$ cat config.mk
export PLATFORM = sky130hd
export DESIGN_NAME = smm_ram
export DESIGN_NICKNAME = d
export VERILOG_FILES = /design/src/smm_ram.sv
export SDC_FILE = /design/constraint.sdc
export NUM_CORES = 2
export LEC_CHECK = 0
export CORE_MARGIN = 2
export CORE_UTILIZATION = 45
export CTS_CLUSTER_SIZE = 8
export DETAILED_ROUTE_END_ITERATION = 10
export DONT_BUFFER_PORTS = 1
export SETUP_SLACK_MARGIN = 0.02
export SYNTH_ARGS = -nofsm -noshare
export SYNTH_HDL_FRONTEND = slang
export SYNTH_SLANG_ARGS = --single-unit
$ cat constraint.sdc
create_clock -name clk_i -period 5.3 [get_ports clk_i]
set_clock_uncertainty 0.1 [all_clocks]
set_input_delay 0.795 -clock clk_i [delete_from_list [all_inputs] [get_ports clk_i]]
set_output_delay 0.795 -clock clk_i [all_outputs]
set_load 0.02 [all_outputs]
$ cat src/smm_ram.sv
// ----------------------------------------------------------------------------
// smm_ram
// Generic simple dual-port RAM: one write port, one read port with a
// registered read.
// ----------------------------------------------------------------------------
module smm_ram #(
  parameter int              WIDTH = 32,
  parameter longint unsigned DEPTH = 64
) (
  input  logic                                     clk_i,
  input  logic                                     we_i,
  input  logic [((DEPTH > 1) ? $clog2(DEPTH) : 1)-1:0] waddr_i,
  input  logic [WIDTH-1:0]                         wdata_i,
  input  logic                                     re_i,
  input  logic [((DEPTH > 1) ? $clog2(DEPTH) : 1)-1:0] raddr_i,
  output logic [WIDTH-1:0]                         rdata_o
);

  logic [WIDTH-1:0] mem_q [DEPTH];
  logic [WIDTH-1:0] rdata_q;

  always_ff @(posedge clk_i) begin
    if (we_i) begin
      mem_q[waddr_i] <= wdata_i;
    end
    if (re_i) begin
      rdata_q <= mem_q[raddr_i];
    end
  end

  assign rdata_o = rdata_q;

endmodule

==> metrics <==
Warnings, synthesis 0; Final period util a little under nine tenths; DR vias/cell ~6.2; syn_nets 3371; LEAKAGE 0.0283 uW; Final Max Tran Viols slightly above 300; die footprint about 180000 sq um; # H-tree levels 5; Final Critical Period approximately 4500 ps; Least-Margin Pin Slew 1690 ps; Worst Path Arrival 5070 ps; Worst path top cell family by delay buffers and inverters; Clock transition at path regs around 50 ps; FF+latch count, synth between 2000 and 2500; Worst setup SP type input port; Post-synth top cells edfxtp_1 (2080), mux4_2 (544), nor2_1 (137); Max Fclk between 200 and 250 MHz; IO buf count 0; TritonCTS Buffers 310; GRT Total Usage a little under a quarter; CTS max path bufs 4; ranking of synthesized cells by area edfxtp_1 (79%), mux4_2 (16%), mux2i_1 (1.2%), o22ai_1 (0.67%), nor2_1 (0.65%); area leader, netlist edfxtp_1; count of final hold-check violations 0; Slowest-stage cell, CP buf_16; critical path class in -> reg; Pwr Density roughly 400 nW/um^2; cell area after synthesis about 79000 sq um; reg2reg path depth 5; worst stage delay on the critical path about 1000 ps; Post-Syn Instances 3324; starting density of the core a little under half; Hold Path Stages 2; first-pass GRT wire length approximately 290000 microns; share of cells above drive strength 1 between 20% and 30%; Distinct cells, synth 33; Post-CTS Hold Fix Bufs 36; Post-CTS Resized 0; Final setup viols 0; setup_tns 0 ps; failing checks slew limit; Synth top area share roughly four fifths; Post-synth EDFFs 2080; sequential area share after synthesis roughly 80%; CP max FO 201; worst hold path class in -> reg; placed cells ~5600; Reg power frac roughly 50%; Area Growth Syn to Fin 15.5%; area of the core approximately 170000 sq um; Crit. Startpoint raddr_i[0]; Switching Power ~7400 uW; routed len/inst 34.8 microns; Int Pwr between 20000 and 30000 uW; DRT Pass-1 Iters 5; Most used DFF post-synth edfxtp_1; worst endpoint required time approximately 5800 ps; outcome finished, violations left; clock sink count roughly 2100; setup repair bufs after CTS 0; initial antenna violation count 11; io pins 79; cell breakdown of the critical path buf_16 -> buf_16 -> mux4_2 -> o221ai_1 -> a21oi_1 -> a21oi_1 -> nor2_1; Util after Layout 52.3%; vias in the first global route ~37000; Final Non-Filler Cells around 5900; worst-skew pair later-pin latency between 900 and 1000 ps; initial DRC count between 5000 and 6000; TritonCTS clock tree yes; Sw Ratio slightly above 20%; Worst setup EP type flip-flop; Worst Path Buf+Inv 2; Die X between 400 and 500 microns; VDD IR max 0.352 mV; Clock Tree Root clkbuf_16; GP Congestion 0.813; drt total wl just over 200000 microns; Final ANT Viol Nets 0; Max-Cap Viols 0; vias approximately 37000; GRT overflow 0; RR Startpoint mem_q[7][7]; pin count of the biggest net entering global routing slightly above 500; Die Y approximately 420 microns; number of cells on the critical path 7; Synth Area per Inst roughly 24 sq um; NumNets Final approximately 3600; pre-CTS setup slack approximately 1800 ps; HP Start raddr_i[4]; drt drc 0; DPL Wire Length about 110000 microns; Final Total Pwr between 30000 and 40000 uW; part of the power in the clock network between 40% and 50%; asr flop ratio synth 0%; count leader, synth edfxtp_1; FP Rows around 150; final worst slack 755 ps; RSZ-0062 raised after global routing false; Slew Limit Headroom -12.7%; Comb pwr share 4.2%
==> worst reg2reg max path: cells and delay by family, from the launching register on <==
family             cells  cell delay, ps
muxes                  1             490
and+or+nand+nor        1              90
DFF                    1             350
AOI/OAI and AO/OA      3            1460
==> logic make-up (layout without fill, tap and decap cells) <==
logic type | count (synthesis) | after routing | share of synthesized area, %
multiplexers | 637 | 637 | 16.7
other | 0 | 1 | 0
flip-flops | 2080 | 2080 | 79.2
AO/OA/AOI/OAI | 202 | 202 | 1.67
AND/OR/NAND/NOR | 223 | 223 | 1.26
buffers and inverters | 182 | 453 | 1.12
==> metrics by stage <==
stage	instance area [sq um]	hold WS, ps
finish	91100	88.0
global route	91100	41.8
CTS	91000	21.8
detailed placement	82100	771
global placement	82100	764
floorplan	78800	650
==> area by class of cell <==
cell class / instances / area [sq um]
Fill cell: 13081 / 83000
Multi-Input combinational cell: 1062 / 16000
Antenna cell: 1 / 2.50
Sequential cell: 2080 / 62500
Clock buffer: 318 / 7940
Timing Repair Buffer: 130 / 1740
Clock inverter: 5 / 37.5
Tap cell: 2325 / 2910
==> path summary, 6_finish.rpt <==
check	to	slack (ps)
setup / recovery	rdata_o[7]	750
hold / removal	rdata_o[21]	90
hold reg to reg	rdata_o[8]	760
setup reg to reg	rdata_o[7]	2570
==> power by group through the flow <==
stage / registers [uW] / clock network, uW / logic, uW
floorplan: 18700 / 0 / 886
global placement: 18700 / 0 / 1040
detailed placement: 18700 / 0 / 1030
CTS: 18400 / 17000 / 1410
global route: 18400 / 17700 / 1610
finish: 18400 / 16800 / 1540
==> placed cells by master (no fill, tap or decap), types with 2 or more instances in the layout <==
| cell type | count |
|---|---|
| edfxtp_1 | 2080 |
| mux4_2 | 544 |
| clkbuf_16 | 317 |
| mux2i_1 | 93 |
| buf_4 | 88 |
| o22ai_1 | 84 |
| nor2_1 | 75 |
| a21oi_1 | 62 |
| nor2_4 | 62 |
| buf_16 | 36 |
| o221ai_1 | 27 |
| nand2_1 | 26 |
| nor2b_1 | 15 |
| a22oi_1 | 12 |
| a311oi_1 | 8 |
| nand2b_1 | 7 |
| nand3b_1 | 5 |
| nor3_1 | 5 |
| nand3_1 | 5 |
| and3_1 | 4 |
| a41o_1 | 4 |
| o32ai_1 | 4 |
| or3b_2 | 3 |
| or3_1 | 3 |
| inv_6 | 3 |
| dlygate4sd3_1 | 3 |
| buf_12 | 3 |
| or2_1 | 2 |
| and2_1 | 2 |
| or3b_1 | 2 |
| nor3_2 | 2 |
| nand4_1 | 2 |
==> flip-flops by register name, summed over array words and instances (netlist names) <==
| name | cells |
|---|---|
| mem_q | 2048 |
| rdata_o | 32 |
==> per-layer routing <==
metal,up-vias,part of all wire [%],global-route usage [%],wire length (microns)
met4,0,2.7,7.04,5600
li1,14698,-,-,-
met5,-,0,0,0
met2,1817,47,34.9,96400
met3,312,8.8,4.80,18100
met1,20171,42,34.2,86000
No activity file was read; power rests on OpenSTA's default activity.
